[config.mk]
export PLATFORM = sky130hd
export DESIGN_NAME = radial_spotlight_luma_core
export DESIGN_NICKNAME = d
export VERILOG_FILES = /design/src/design/rsl_pkg.sv /design/src/design/rsl_offset.sv /design/src/design/rsl_sqrt_stage.sv /design/src/design/rsl_scale.sv /design/src/design/radial_spotlight_luma_core.sv
export SDC_FILE = /design/constraint.sdc
export NUM_CORES = 2
export LEC_CHECK = 0
export BUFFER_PORTS_ARGS = -buffer_cell sky130_fd_sc_hd__buf_4
export CAP_MARGIN = 5
export CORE_ASPECT_RATIO = 0.9
export CORE_MARGIN = 5
export CORE_UTILIZATION = 30
export DETAILED_ROUTE_END_ITERATION = 7
export PLACE_DENSITY_LB_ADDON = 0.08
export SYNTH_ARGS = -nofsm -noshare
export SYNTH_HDL_FRONTEND = slang
export SYNTH_SLANG_ARGS = --single-unit
[constraint.sdc]
create_clock -name clk -period 6.38 [get_ports clk]
set_clock_uncertainty 0.15 [all_clocks]
set_input_delay 1.595 -clock clk [delete_from_list [all_inputs] [get_ports clk]]
set_output_delay 1.595 -clock clk [all_outputs]
set_load 0.01 [all_outputs]
[src/design/rsl_pkg.sv]
// Shared constants, types and derived widths for the radial spotlight luma pipeline.
`default_nettype none
package rsl_pkg;

    // Field widths
    localparam int COORD_BITS     = 12;
    localparam int LUMA_BITS      = 16;
    localparam int DIST_FRAC_BITS = 8;
    localparam int CENTER_BITS    = 13;

    // Configuration register indexes
    localparam int CFG_IDX_BITS = 2;
    localparam logic [CFG_IDX_BITS-1:0] REG_CENTER_X = 2'd0;
    localparam logic [CFG_IDX_BITS-1:0] REG_CENTER_Y = 2'd1;

    // Offset and distance geometry
    localparam int DIFF_BITS = COORD_BITS + 2;           // pixel minus center, signed
    localparam int FAR_DIST  = 160;
    localparam int OFF_BITS  = $clog2(FAR_DIST);         // offsets below FAR_DIST
    localparam int SQ_BITS   = 2 * OFF_BITS;             // 2 * 159^2 fits

    // Square root: radicand is the squared distance scaled by 2^(2F)
    localparam int RAD_BITS        = SQ_BITS + 2 * DIST_FRAC_BITS;
    localparam int ROOT_BITS       = RAD_BITS / 2;
    localparam int REM_BITS        = ROOT_BITS + 2;
    localparam int STEPS_PER_STAGE = 2;
    localparam int SQRT_STAGES     = ROOT_BITS / STEPS_PER_STAGE;

    // Dimming factor, in units of 1 / NEAR_DENOM
    localparam int FACTOR_BITS = ROOT_BITS;
    localparam logic [FACTOR_BITS-1:0] NEAR_DENOM = FACTOR_BITS'(200 << DIST_FRAC_BITS);
    localparam logic [FACTOR_BITS-1:0] FAR_FACTOR = FACTOR_BITS'((200 << DIST_FRAC_BITS) / 5);
    localparam logic [ROOT_BITS-1:0]   FAR_Q      = ROOT_BITS'(FAR_DIST << DIST_FRAC_BITS);

    // Divide by NEAR_DENOM = 2^SCALE_SHIFT * DIV_ODD
    localparam int PROD_BITS   = LUMA_BITS + FACTOR_BITS;
    localparam int SCALE_SHIFT = DIST_FRAC_BITS + 3;
    localparam longint unsigned DIV_ODD = (200 << DIST_FRAC_BITS) >> SCALE_SHIFT;
    localparam int N_BITS      = PROD_BITS - SCALE_SHIFT;
    localparam int RECIP_SHIFT = N_BITS + $clog2(DIV_ODD);
    localparam longint unsigned RECIP_VAL =
        ((64'd1 << RECIP_SHIFT) + DIV_ODD - 64'd1) / DIV_ODD;
    localparam int RECIP_BITS  = $clog2(RECIP_VAL + 1);
    localparam logic [RECIP_BITS-1:0] RECIP = RECIP_BITS'(RECIP_VAL);
    localparam int QPROD_BITS  = N_BITS + RECIP_BITS;

    // Sideband that travels with each word through the pipeline
    typedef struct packed {
        logic                 far_off;
        logic [LUMA_BITS-1:0] luma;
    } side_t;

endpackage
`default_nettype wire

[src/design/rsl_offset.sv]
// Front end: offsets from the center, their magnitudes and the squared distance.
`default_nettype none
module rsl_offset (
    input  wire logic                               clk,
    input  wire logic                               rst_n,
    input  wire logic                               in_valid,
    input  wire logic [rsl_pkg::COORD_BITS-1:0]     pixel_x,
    input  wire logic [rsl_pkg::COORD_BITS-1:0]     pixel_y,
    input  wire logic [rsl_pkg::LUMA_BITS-1:0]      luma_in,
    input  wire logic signed [rsl_pkg::CENTER_BITS-1:0] center_x,
    input  wire logic signed [rsl_pkg::CENTER_BITS-1:0] center_y,
    output logic                                    out_valid,
    output logic [rsl_pkg::SQ_BITS-1:0]             sq,
    output rsl_pkg::side_t                          out_side
);
    import rsl_pkg::*;

    logic signed [DIFF_BITS-1:0] dx;
    logic signed [DIFF_BITS-1:0] dy;
    logic [DIFF_BITS-1:0]        abs_x;
    logic [DIFF_BITS-1:0]        abs_y;

    logic                  a_valid_reg;
    logic [OFF_BITS-1:0]   ax_reg;
    logic [OFF_BITS-1:0]   ay_reg;
    side_t                 a_side_reg;
    side_t                 a_side_next;

    logic                  b_valid_reg;
    logic [SQ_BITS-1:0]    sq_reg;
    logic [SQ_BITS-1:0]    sq_next;
    side_t                 b_side_reg;

    // Signed offsets and magnitudes; large offsets go straight to the far branch
    always_comb
    begin
        dx = $signed({2'b00, pixel_x}) - DIFF_BITS'(center_x);
        dy = $signed({2'b00, pixel_y}) - DIFF_BITS'(center_y);
        abs_x = dx[DIFF_BITS-1] ? DIFF_BITS'(-dx) : DIFF_BITS'(dx);
        abs_y = dy[DIFF_BITS-1] ? DIFF_BITS'(-dy) : DIFF_BITS'(dy);
        a_side_next.luma    = luma_in;
        a_side_next.far_off = (abs_x >= DIFF_BITS'(FAR_DIST)) ||
                              (abs_y >= DIFF_BITS'(FAR_DIST));
    end

    // Sum of squares of the truncated offsets
    always_comb
    begin
        sq_next = SQ_BITS'(ax_reg * ax_reg) + SQ_BITS'(ay_reg * ay_reg);
    end

    // Valid bits
    always_ff @(posedge clk or negedge rst_n)
    begin
        if (!rst_n)
        begin
            a_valid_reg <= 1'b0;
            b_valid_reg <= 1'b0;
        end
        else
        begin
            a_valid_reg <= in_valid;
            b_valid_reg <= a_valid_reg;
        end
    end

    // Payload
    always_ff @(posedge clk)
    begin
        ax_reg     <= abs_x[OFF_BITS-1:0];
        ay_reg     <= abs_y[OFF_BITS-1:0];
        a_side_reg <= a_side_next;
        sq_reg     <= sq_next;
        b_side_reg <= a_side_reg;
    end

    assign out_valid = b_valid_reg;
    assign sq        = sq_reg;
    assign out_side  = b_side_reg;

endmodule
`default_nettype wire

[src/design/rsl_sqrt_stage.sv]
// One pipeline stage of the digit-by-digit square root: two root bits per stage.
`default_nettype none
module rsl_sqrt_stage (
    input  wire logic                          clk,
    input  wire logic                          rst_n,
    input  wire logic                          in_valid,
    input  wire logic [rsl_pkg::RAD_BITS-1:0]  in_rad,
    input  wire logic [rsl_pkg::REM_BITS-1:0]  in_rem,
    input  wire logic [rsl_pkg::ROOT_BITS-1:0] in_root,
    input  wire rsl_pkg::side_t                in_side,
    output logic                               out_valid,
    output logic [rsl_pkg::RAD_BITS-1:0]       out_rad,
    output logic [rsl_pkg::REM_BITS-1:0]       out_rem,
    output logic [rsl_pkg::ROOT_BITS-1:0]      out_root,
    output rsl_pkg::side_t                     out_side
);
    import rsl_pkg::*;

    logic [RAD_BITS-1:0]  rad_next;
    logic [REM_BITS-1:0]  rem_next;
    logic [ROOT_BITS-1:0] root_next;
    logic [REM_BITS-1:0]  trial;

    logic                 valid_reg;
    logic [RAD_BITS-1:0]  rad_reg;
    logic [REM_BITS-1:0]  rem_reg;
    logic [ROOT_BITS-1:0] root_reg;
    side_t                side_reg;

    // Bring down two radicand bits, try root*4+1, keep the difference if it fits
    always_comb
    begin
        rad_next  = in_rad;
        rem_next  = in_rem;
        root_next = in_root;
        trial     = '0;
        for (int i = 0; i < STEPS_PER_STAGE; i++)
        begin
            rem_next = {rem_next[REM_BITS-3:0], rad_next[RAD_BITS-1 -: 2]};
            rad_next = {rad_next[RAD_BITS-3:0], 2'b00};
            trial    = {root_next, 2'b01};
            if (rem_next >= trial)
            begin
                rem_next  = rem_next - trial;
                root_next = {root_next[ROOT_BITS-2:0], 1'b1};
            end
            else
            begin
                root_next = {root_next[ROOT_BITS-2:0], 1'b0};
            end
        end
    end

    always_ff @(posedge clk or negedge rst_n)
    begin
        if (!rst_n)
            valid_reg <= 1'b0;
        else
            valid_reg <= in_valid;
    end

    always_ff @(posedge clk)
    begin
        rad_reg  <= rad_next;
        rem_reg  <= rem_next;
        root_reg <= root_next;
        side_reg <= in_side;
    end

    assign out_valid = valid_reg;
    assign out_rad   = rad_reg;
    assign out_rem   = rem_reg;
    assign out_root  = root_reg;
    assign out_side  = side_reg;

endmodule
`default_nettype wire

[src/design/rsl_scale.sv]
// Back end: dimming factor from the distance, luma product and exact divide.
`default_nettype none
module rsl_scale (
    input  wire logic                          clk,
    input  wire logic                          rst_n,
    input  wire logic                          in_valid,
    input  wire logic [rsl_pkg::ROOT_BITS-1:0] dist_q,
    input  wire rsl_pkg::side_t                in_side,
    output logic                               out_valid,
    output logic [rsl_pkg::LUMA_BITS-1:0]      luma_out
);
    import rsl_pkg::*;

    logic                   c_valid_reg;
    logic [FACTOR_BITS-1:0] factor_reg;
    logic [FACTOR_BITS-1:0] factor_next;
    logic [LUMA_BITS-1:0]   luma_reg;

    logic                   d_valid_reg;
    logic [PROD_BITS-1:0]   prod_reg;

    logic                   e_valid_reg;
    logic [QPROD_BITS-1:0]  qprod_reg;
    logic [N_BITS-1:0]      scaled;

    // Far branch uses 0.2, i.e. NEAR_DENOM / 5; near branch 1 - 0.005 d
    always_comb
    begin
        if (in_side.far_off || (dist_q >= FAR_Q))
            factor_next = FAR_FACTOR;
        else
            factor_next = NEAR_DENOM - dist_q;
    end

    // Power-of-two part of the denominator drops out as a shift
    assign scaled = prod_reg[PROD_BITS-1:SCALE_SHIFT];

    always_ff @(posedge clk or negedge rst_n)
    begin
        if (!rst_n)
        begin
            c_valid_reg <= 1'b0;
            d_valid_reg <= 1'b0;
            e_valid_reg <= 1'b0;
        end
        else
        begin
            c_valid_reg <= in_valid;
            d_valid_reg <= c_valid_reg;
            e_valid_reg <= d_valid_reg;
        end
    end

    // Factor, luma product, then multiply by the rounded-up reciprocal of the odd part
    always_ff @(posedge clk)
    begin
        factor_reg <= factor_next;
        luma_reg   <= in_side.luma;
        prod_reg   <= PROD_BITS'(luma_reg * factor_reg);
        qprod_reg  <= QPROD_BITS'(scaled * RECIP);
    end

    assign out_valid = e_valid_reg;
    assign luma_out  = qprod_reg[RECIP_SHIFT +: LUMA_BITS];

endmodule
`default_nettype wire

[src/design/radial_spotlight_luma_core.sv]
// Top level of the radial spotlight luma dimmer: config registers and pipeline.
//
// Usage:
//   Pixel channel: drive pixel_x, pixel_y and luma_in with start high; a word
//   is taken at every rising edge where start is high and busy is low. busy
//   is held low, so one pixel can be taken every clock.
//   Result channel: luma_out is shown for one cycle with done high. The
//   receiver cannot stall, and none is needed: nothing ever backs up.
//   Config channel: cfg_index 0 writes center_x, 1 writes center_y, any other
//   index is dropped. cfg_ready is always high; write only while no pixel is
//   in flight.
//   Pipeline: throughput one pixel per clock. Depth is set by the square
//   root, two root bits per stage over eight stages, plus two front-end
//   stages and three stages for factor, product and reciprocal divide.
//   Reset: clears the center to (0, 0) and all valid bits; no result appears
//   until a pixel is accepted after reset.
`default_nettype none
module radial_spotlight_luma_core (
    input  wire logic                                  clk,
    input  wire logic                                  rst_n,
    input  wire logic                                  start,
    output logic                                       busy,
    input  wire logic [rsl_pkg::COORD_BITS-1:0]        pixel_x,
    input  wire logic [rsl_pkg::COORD_BITS-1:0]        pixel_y,
    input  wire logic [rsl_pkg::LUMA_BITS-1:0]         luma_in,
    output logic                                       done,
    output logic [rsl_pkg::LUMA_BITS-1:0]              luma_out,
    input  wire logic                                  cfg_valid,
    output logic                                       cfg_ready,
    input  wire logic [rsl_pkg::CFG_IDX_BITS-1:0]      cfg_index,
    input  wire logic [rsl_pkg::CENTER_BITS-1:0]       cfg_data
);
    import rsl_pkg::*;

    logic signed [CENTER_BITS-1:0] center_x_reg;
    logic signed [CENTER_BITS-1:0] center_y_reg;

    logic               front_valid;
    logic [SQ_BITS-1:0] front_sq;
    side_t              front_side;

    logic                 chain_valid [SQRT_STAGES+1];
    logic [RAD_BITS-1:0]  chain_rad   [SQRT_STAGES+1];
    logic [REM_BITS-1:0]  chain_rem   [SQRT_STAGES+1];
    logic [ROOT_BITS-1:0] chain_root  [SQRT_STAGES+1];
    side_t                chain_side  [SQRT_STAGES+1];

    assign busy      = 1'b0;
    assign cfg_ready = 1'b1;

    // Configuration registers
    always_ff @(posedge clk or negedge rst_n)
    begin
        if (!rst_n)
        begin
            center_x_reg <= '0;
            center_y_reg <= '0;
        end
        else if (cfg_valid && cfg_ready)
        begin
            case (cfg_index)
                REG_CENTER_X: center_x_reg <= cfg_data;
                REG_CENTER_Y: center_y_reg <= cfg_data;
                default:      ;
            endcase
        end
    end

    // Offsets and squared distance
    rsl_offset u_offset (
        .clk       (clk),
        .rst_n     (rst_n),
        .in_valid  (start && !busy),
        .pixel_x   (pixel_x),
        .pixel_y   (pixel_y),
        .luma_in   (luma_in),
        .center_x  (center_x_reg),
        .center_y  (center_y_reg),
        .out_valid (front_valid),
        .sq        (front_sq),
        .out_side  (front_side)
    );

    // Square root chain, radicand scaled by 2^(2F)
    assign chain_valid[0] = front_valid;
    assign chain_rad[0]   = {front_sq, (2 * DIST_FRAC_BITS)'(0)};
    assign chain_rem[0]   = '0;
    assign chain_root[0]  = '0;
    assign chain_side[0]  = front_side;

    for (genvar s = 0; s < SQRT_STAGES; s++)
    begin : g_sqrt
        rsl_sqrt_stage u_stage (
            .clk       (clk),
            .rst_n     (rst_n),
            .in_valid  (chain_valid[s]),
            .in_rad    (chain_rad[s]),
            .in_rem    (chain_rem[s]),
            .in_root   (chain_root[s]),
            .in_side   (chain_side[s]),
            .out_valid (chain_valid[s+1]),
            .out_rad   (chain_rad[s+1]),
            .out_rem   (chain_rem[s+1]),
            .out_root  (chain_root[s+1]),
            .out_side  (chain_side[s+1])
        );
    end

    // Factor, product and divide
    rsl_scale u_scale (
        .clk       (clk),
        .rst_n     (rst_n),
        .in_valid  (chain_valid[SQRT_STAGES]),
        .dist_q    (chain_root[SQRT_STAGES]),
        .in_side   (chain_side[SQRT_STAGES]),
        .out_valid (done),
        .luma_out  (luma_out)
    );

    // Final remainder and shifted-out radicand are not needed
    logic unused_tail;
    assign unused_tail = ^{chain_rad[SQRT_STAGES], chain_rem[SQRT_STAGES]};

endmodule
`default_nettype wire

Word level (Yosys, flattened, before mapping)
Index checks and enable logic that the tools add are counted.

Reduce and logical (&&, ||, !) cells: 5. Multipliers: 4. Add/subtract/negate cells: 21. Equality and inequality tests: 1. Magnitude comparators: 19. Multiplexer cells: 33.

Operators by type and width (number): two-way mux 16 bit (15); multiplier 21 x 22 -> 42 bit (second input constant) (1); multiplier 16 x 16 -> 32 bit (1); multiplier 8 x 8 -> 16 bit (2); greater-or-equal comparator 14 x 8 -> 1 bit (second input constant) (2); two-way mux 14 bit (2); negation 14 bit (2); subtractor 13 x 13 -> 14 bit (2); greater-or-equal comparator 18 x 10 -> 1 bit (1); greater-or-equal comparator 18 x 11 -> 1 bit (1); greater-or-equal comparator 18 x 12 -> 1 bit (1); greater-or-equal comparator 18 x 13 -> 1 bit (1); greater-or-equal comparator 18 x 14 -> 1 bit (1); greater-or-equal comparator 18 x 15 -> 1 bit (1); greater-or-equal comparator 18 x 16 -> 1 bit (1); greater-or-equal comparator 18 x 17 -> 1 bit (1); greater-or-equal comparator 18 x 3 -> 1 bit (1); greater-or-equal comparator 18 x 4 -> 1 bit (1); greater-or-equal comparator 18 x 5 -> 1 bit (1); greater-or-equal comparator 18 x 6 -> 1 bit (1); greater-or-equal comparator 18 x 7 -> 1 bit (1); greater-or-equal comparator 18 x 8 -> 1 bit (1); greater-or-equal comparator 18 x 9 -> 1 bit (1); adder 16 bit (1); other kinds (23) (40).

Input bits: 59. Output and inout port bits: 19. Flip-flop bits (word level): 555.

Longest topological paths before layout
Depth in word-level cells: 5. Mapped depth: 26. Depth with buffers taken out: 26.

Cells and area by module
Synthesis repeated with hierarchy kept, for this count alone.

Cells, all modules: 5747. Area total of the unflattened synthesis: 55534.5 um^2.

Modules (own cells, without submodules): rsl_sqrt_stage (area an instance 3774.9 um^2, sequential area each 1606.5 um^2, cells each 392, instances 8); rsl_scale (area an instance 17591.9 um^2, sequential area each 1456.4 um^2, cells each 1826, instances 1); rsl_offset (area an instance 6716.4 um^2, sequential area each 1371.3 um^2, cells each 725, instances 1); radial_spotlight_luma_core (area an instance 1027.2 um^2, sequential area each 650.6 um^2, cells each 60, instances 1).

Worst setup path before layout
No wires, ideal clock.

Kind: register to register. Start point: register u_scale.factor_reg[15]. End point: register u_scale.prod_reg[31]. Cell stages (with the launch flop): 23. Arrival: 6.181 ns. Setup slack: -0.023 ns. Data required time: 6.158 ns. Cell sequence: dfxtp_1 -> clkbuf_1 -> nand2_1 -> fa_1 -> fa_1 -> inv_1 -> fa_1 -> fa_1 -> fa_1 -> inv_1 -> fa_1 -> inv_1 -> ha_1 -> a21o_1 -> a21o_1 -> a21o_1 -> a21o_1 -> a31oi_1 -> o21ai_0 -> a41oi_1 -> o211ai_1 -> a21oi_1 -> xnor2_1.

Cells in the longest elaborated chain, start to end: 1.

RTL lines: start, declared (line rsl_scale.sv:15) `logic [FACTOR_BITS-1:0] factor_reg;`; start signal, assigned (line rsl_scale.sv:57) `factor_reg <= factor_next;`; multiplier 16 x 16 -> 32 bit (line rsl_scale.sv:59) `prod_reg <= PROD_BITS'(luma_reg * factor_reg);`; end signal, assigned (line rsl_scale.sv:59); end, declared (line rsl_scale.sv:20) `logic [PROD_BITS-1:0] prod_reg;`.

No other way between the ends. A chain may end at the register's enable or synchronous reset.

Final worst setup path
Start point: register u_scale.prod_reg[14]. End point: register u_scale.qprod_reg[39].

Cells in the longest elaborated chain, start to end: 1.

RTL lines: multiplier 21 x 22 -> 42 bit (line rsl_scale.sv:60) `qprod_reg <= QPROD_BITS'(scaled * RECIP);`; end signal, assigned (line rsl_scale.sv:60); end, declared (line rsl_scale.sv:23) `logic [QPROD_BITS-1:0] qprod_reg;`.

No other way between the ends.

==> impl_metrics.env <==
export IMPL_worstMarginPinSlew_ns=0.930
export IMPL_wl_per_cell_um=15.6
export IMPL_synthesis_area_um2=39200
export IMPL_regToRegSetupSlack_ns=0.07
export IMPL_cp_required_ns=6.77
export IMPL_largest_reg_flops=136
export IMPL_cts_buffers=61
export IMPL_io_buffers=75
export IMPL_synth_cells=4014
export IMPL_async_flop_share_pct=7.66
export IMPL_hp_class="reg -> reg"
export IMPL_gp_congestion=0.785
export IMPL_overflow=0
export IMPL_grt_setup_unrepaired="true"
export IMPL_finalMaxSlewViolations=0
export IMPL_totalWireLength_mm=94.3
export IMPL_antennaDiodeCount=0
export IMPL_dr_first_iter_drc_count=865
export IMPL_synth_area_leaders="dfxtp_1 (24%), fa_1 (22%), ha_1 (16%)"
export IMPL_final_cell_area_um2=45900
export IMPL_cts_root_buf="clkbuf_16"
export IMPL_rr_endpoint="u_scale.qprod_reg[39]$_DFF_P_"
export IMPL_track_usage_pct=13.9
export IMPL_dieArea_um2=138000
export IMPL_layout_worst_path_cycle_share_pct=98.9
export IMPL_yosysWarnings=0
export IMPL_syn_mean_instance_area_um2=9.77
export IMPL_place_area_um2=43400
export IMPL_cap_violations=0
export IMPL_yosysSeqAreaShare_pct=26.5
export IMPL_drive_gt1_share_pct=12.8
export IMPL_antenna_found_initial=1
export IMPL_slew_headroom_pct=37.2
export IMPL_start_kind="register"
export IMPL_numPlacedInstances=5944
export IMPL_clk_insertion_delay_late_ns=0.69
export IMPL_area_growth_pct=16.9
export IMPL_htree_levels=2
export IMPL_drtAntennaViolNets=0
export IMPL_grt_start_max_net_pins=40
export IMPL_synth_top_area_share_pct=24.0
export IMPL_hold_path_cell_count=0
export IMPL_worstHoldEndpoint="g_sqrt[4].u_stage.out_side[16]$_DFF_P_"
export IMPL_synth_mux_area_share_pct=2.07
export IMPL_fmax_mhz=158
export IMPL_cp_end_kind="register"
export IMPL_tns_ns=0
export IMPL_worst_ep_arrival_time_ns=6.70
export IMPL_num_rows=125
export IMPL_stdcell_count=6057
export IMPL_yosys_area_share_simple_pct=11.8
export IMPL_io_pins=78
export IMPL_synth_top_area_cell="dfxtp_1"
export IMPL_synthMostInstantiatedCell="inv_1"
export IMPL_vias=26600
export IMPL_r2r_start="u_scale.prod_reg[14]$_DFF_P_"
export IMPL_die_x_um=391
export IMPL_cts_tree="yes"
export IMPL_min_delay_start="g_sqrt[3].u_stage.out_side[16]$_DFF_P_"
export IMPL_finalSetupViolations=0
export IMPL_clk_pin_slew_ns=0.06
export IMPL_cp_max_fo=5
export IMPL_core_area_um2=129000
export IMPL_period_minus_slack_ns=6.31
export IMPL_cts_sinks=509
export IMPL_grt_pass1_vias=28600
export IMPL_r2r_cells=22
export IMPL_yosysUniqueCellTypes=88
export IMPL_drc=0
export IMPL_grt_pass1_wl_mm=155
export IMPL_place_ws_ns=-0.332
export IMPL_holdBufCountCts=0
export IMPL_synth_common_cells="inv_1 (752), ha_1 (513), dfxtp_1 (470)"
export IMPL_die_h_um=353
export IMPL_synth_fa_ha_area_share_pct=38.3
export IMPL_start_util_pct=30.3
export IMPL_status="complete, no violations"
export IMPL_ys_seq_elements=509
export IMPL_crit_type="reg -> reg"
export IMPL_synth_top_family_by_area="adder cells"
export IMPL_clk_path_buf_depth=3
export IMPL_firstDrtPassIters=5
export IMPL_hpwl_mm=80.6
export IMPL_hold_viol=0
export IMPL_vias_per_cell=4.40
export IMPL_synth_edff_count=0
export IMPL_layout_setup_ws_ns=0.0693
export IMPL_synth_compound_area_share_pct=8.70
export IMPL_synth_xor_area_share_pct=4.62
export IMPL_finalNetCount=5295
export IMPL_synth_main_ff_cell="dfxtp_1"
## worst max-delay path by stage
stage,startpoint,to,slack [ns],depth (start not counted)
after global routing,u_scale.prod_reg[14]$_DFF_P_,u_scale.qprod_reg[34]$_DFF_P_,-0.16,21
after detailed placement,u_scale.prod_reg[14]$_DFF_P_,u_scale.qprod_reg[41]$_DFF_P_,-0.33,25
after floorplan,u_scale.factor_reg[6]$_SDFF_PP0_,u_scale.prod_reg[31]$_DFF_P_,0.002,24
after global placement,u_scale.prod_reg[14]$_DFF_P_,u_scale.qprod_reg[41]$_DFF_P_,-0.19,21
final,u_scale.prod_reg[14]$_DFF_P_,u_scale.qprod_reg[39]$_DFF_P_,0.07,22
after CTS,u_scale.prod_reg[15]$_DFF_P_,u_scale.qprod_reg[34]$_DFF_P_,0.004,22
## cell usage in the layout, fill, tap and decap left out, types with 21 or more instances in the layout
master and count:
nand2_1 273, o21ai_0 103, a21oi_1 152, xor2_1 67, clkbuf_16 62, and3_1 22
mux2_2 41, inv_1 748, ha_1 506, nor2b_1 33, or2_2 22, nor3_1 44
a21o_1 51, xnor2_1 140, nor2_1 185, nand2b_1 24, and2_1 155, buf_4 276
nand3_1 36, o21a_1 48, dfxtp_1 441, dfrtp_1 39, fa_1 422, nor4_1 21
## through the flow
stage                     hold slack (ns)  util (%)
after floorplan                     0.160         -
after global routing                0.175      35.4
after CTS                           0.157      35.1
after detailed placement            0.162      33.5
after global placement              0.160      33.5
final                               0.156      35.4
## metal layers
| layer | track usage, % | wire (um) | up-vias |
|---|---|---|---|
| met4 | 3.46 | 2180 | 0 |
| met5 | 0 | 0 | - |
| met2 | 24.4 | 46200 | 237 |
| met1 | 18.1 | 43200 | 12800 |
| li1 | - | - | 13500 |
| met3 | 1.85 | 2700 | 105 |
## cells by family (layout without fill, tap and decap cells)
logic type | count (synthesis) | count (layout)
AO/OA/AOI/OAI | 532 | 532
AND/OR/NAND/NOR | 918 | 918
adder cells (fa/ha/maj) | 943 | 943
XOR/XNOR | 207 | 207
buffers and inverters | 829 | 1156
multiplexers | 74 | 74
other | 2 | 4
flip-flops | 509 | 509
## layout make-up
| type | count | area, um2 |
|---|---|---|
| Clock inverter | 38 | 427 |
| Fill cell | 13400 | 83600 |
| Timing Repair Buffer | 287 | 2270 |
| Multi-Input combinational cell | 2678 | 26100 |
| Clock buffer | 75 | 1670 |
| Inverter | 756 | 2840 |
| Sequential cell | 509 | 10400 |
| Tap cell | 1714 | 2140 |
## timing repair
item                                    in CTS  in global routing
pin swaps                                    5                 52
hold endpoints to repair                     0                  0
setup buffers                                0                  2
endpoints found under the setup margin      18                 32
resized for setup                           15                 89
## worst max-delay path, stage by stage (launching register included)
cell	delay [ns]
dfxtp_4	0.37
fa_1	0.59
fa_1	0.45
fa_1	0.53
fa_1	0.54
fa_1	0.54
inv_2	0.04
fa_1	0.51
inv_2	0.04
fa_1	0.51
inv_2	0.05
ha_4	0.26
nand2_2	0.04
o21ai_2	0.17
a41oi_2	0.07
nor4bb_4	0.36
a21oi_4	0.11
a21o_1	0.22
buf_6	0.14
o221ai_4	0.16
a21o_1	0.19
a21oi_2	0.07
xnor2_1	0.11
Power is not shown: default switching activity piles up to over one toggle a cycle in this logic, so the estimate is an artifact.
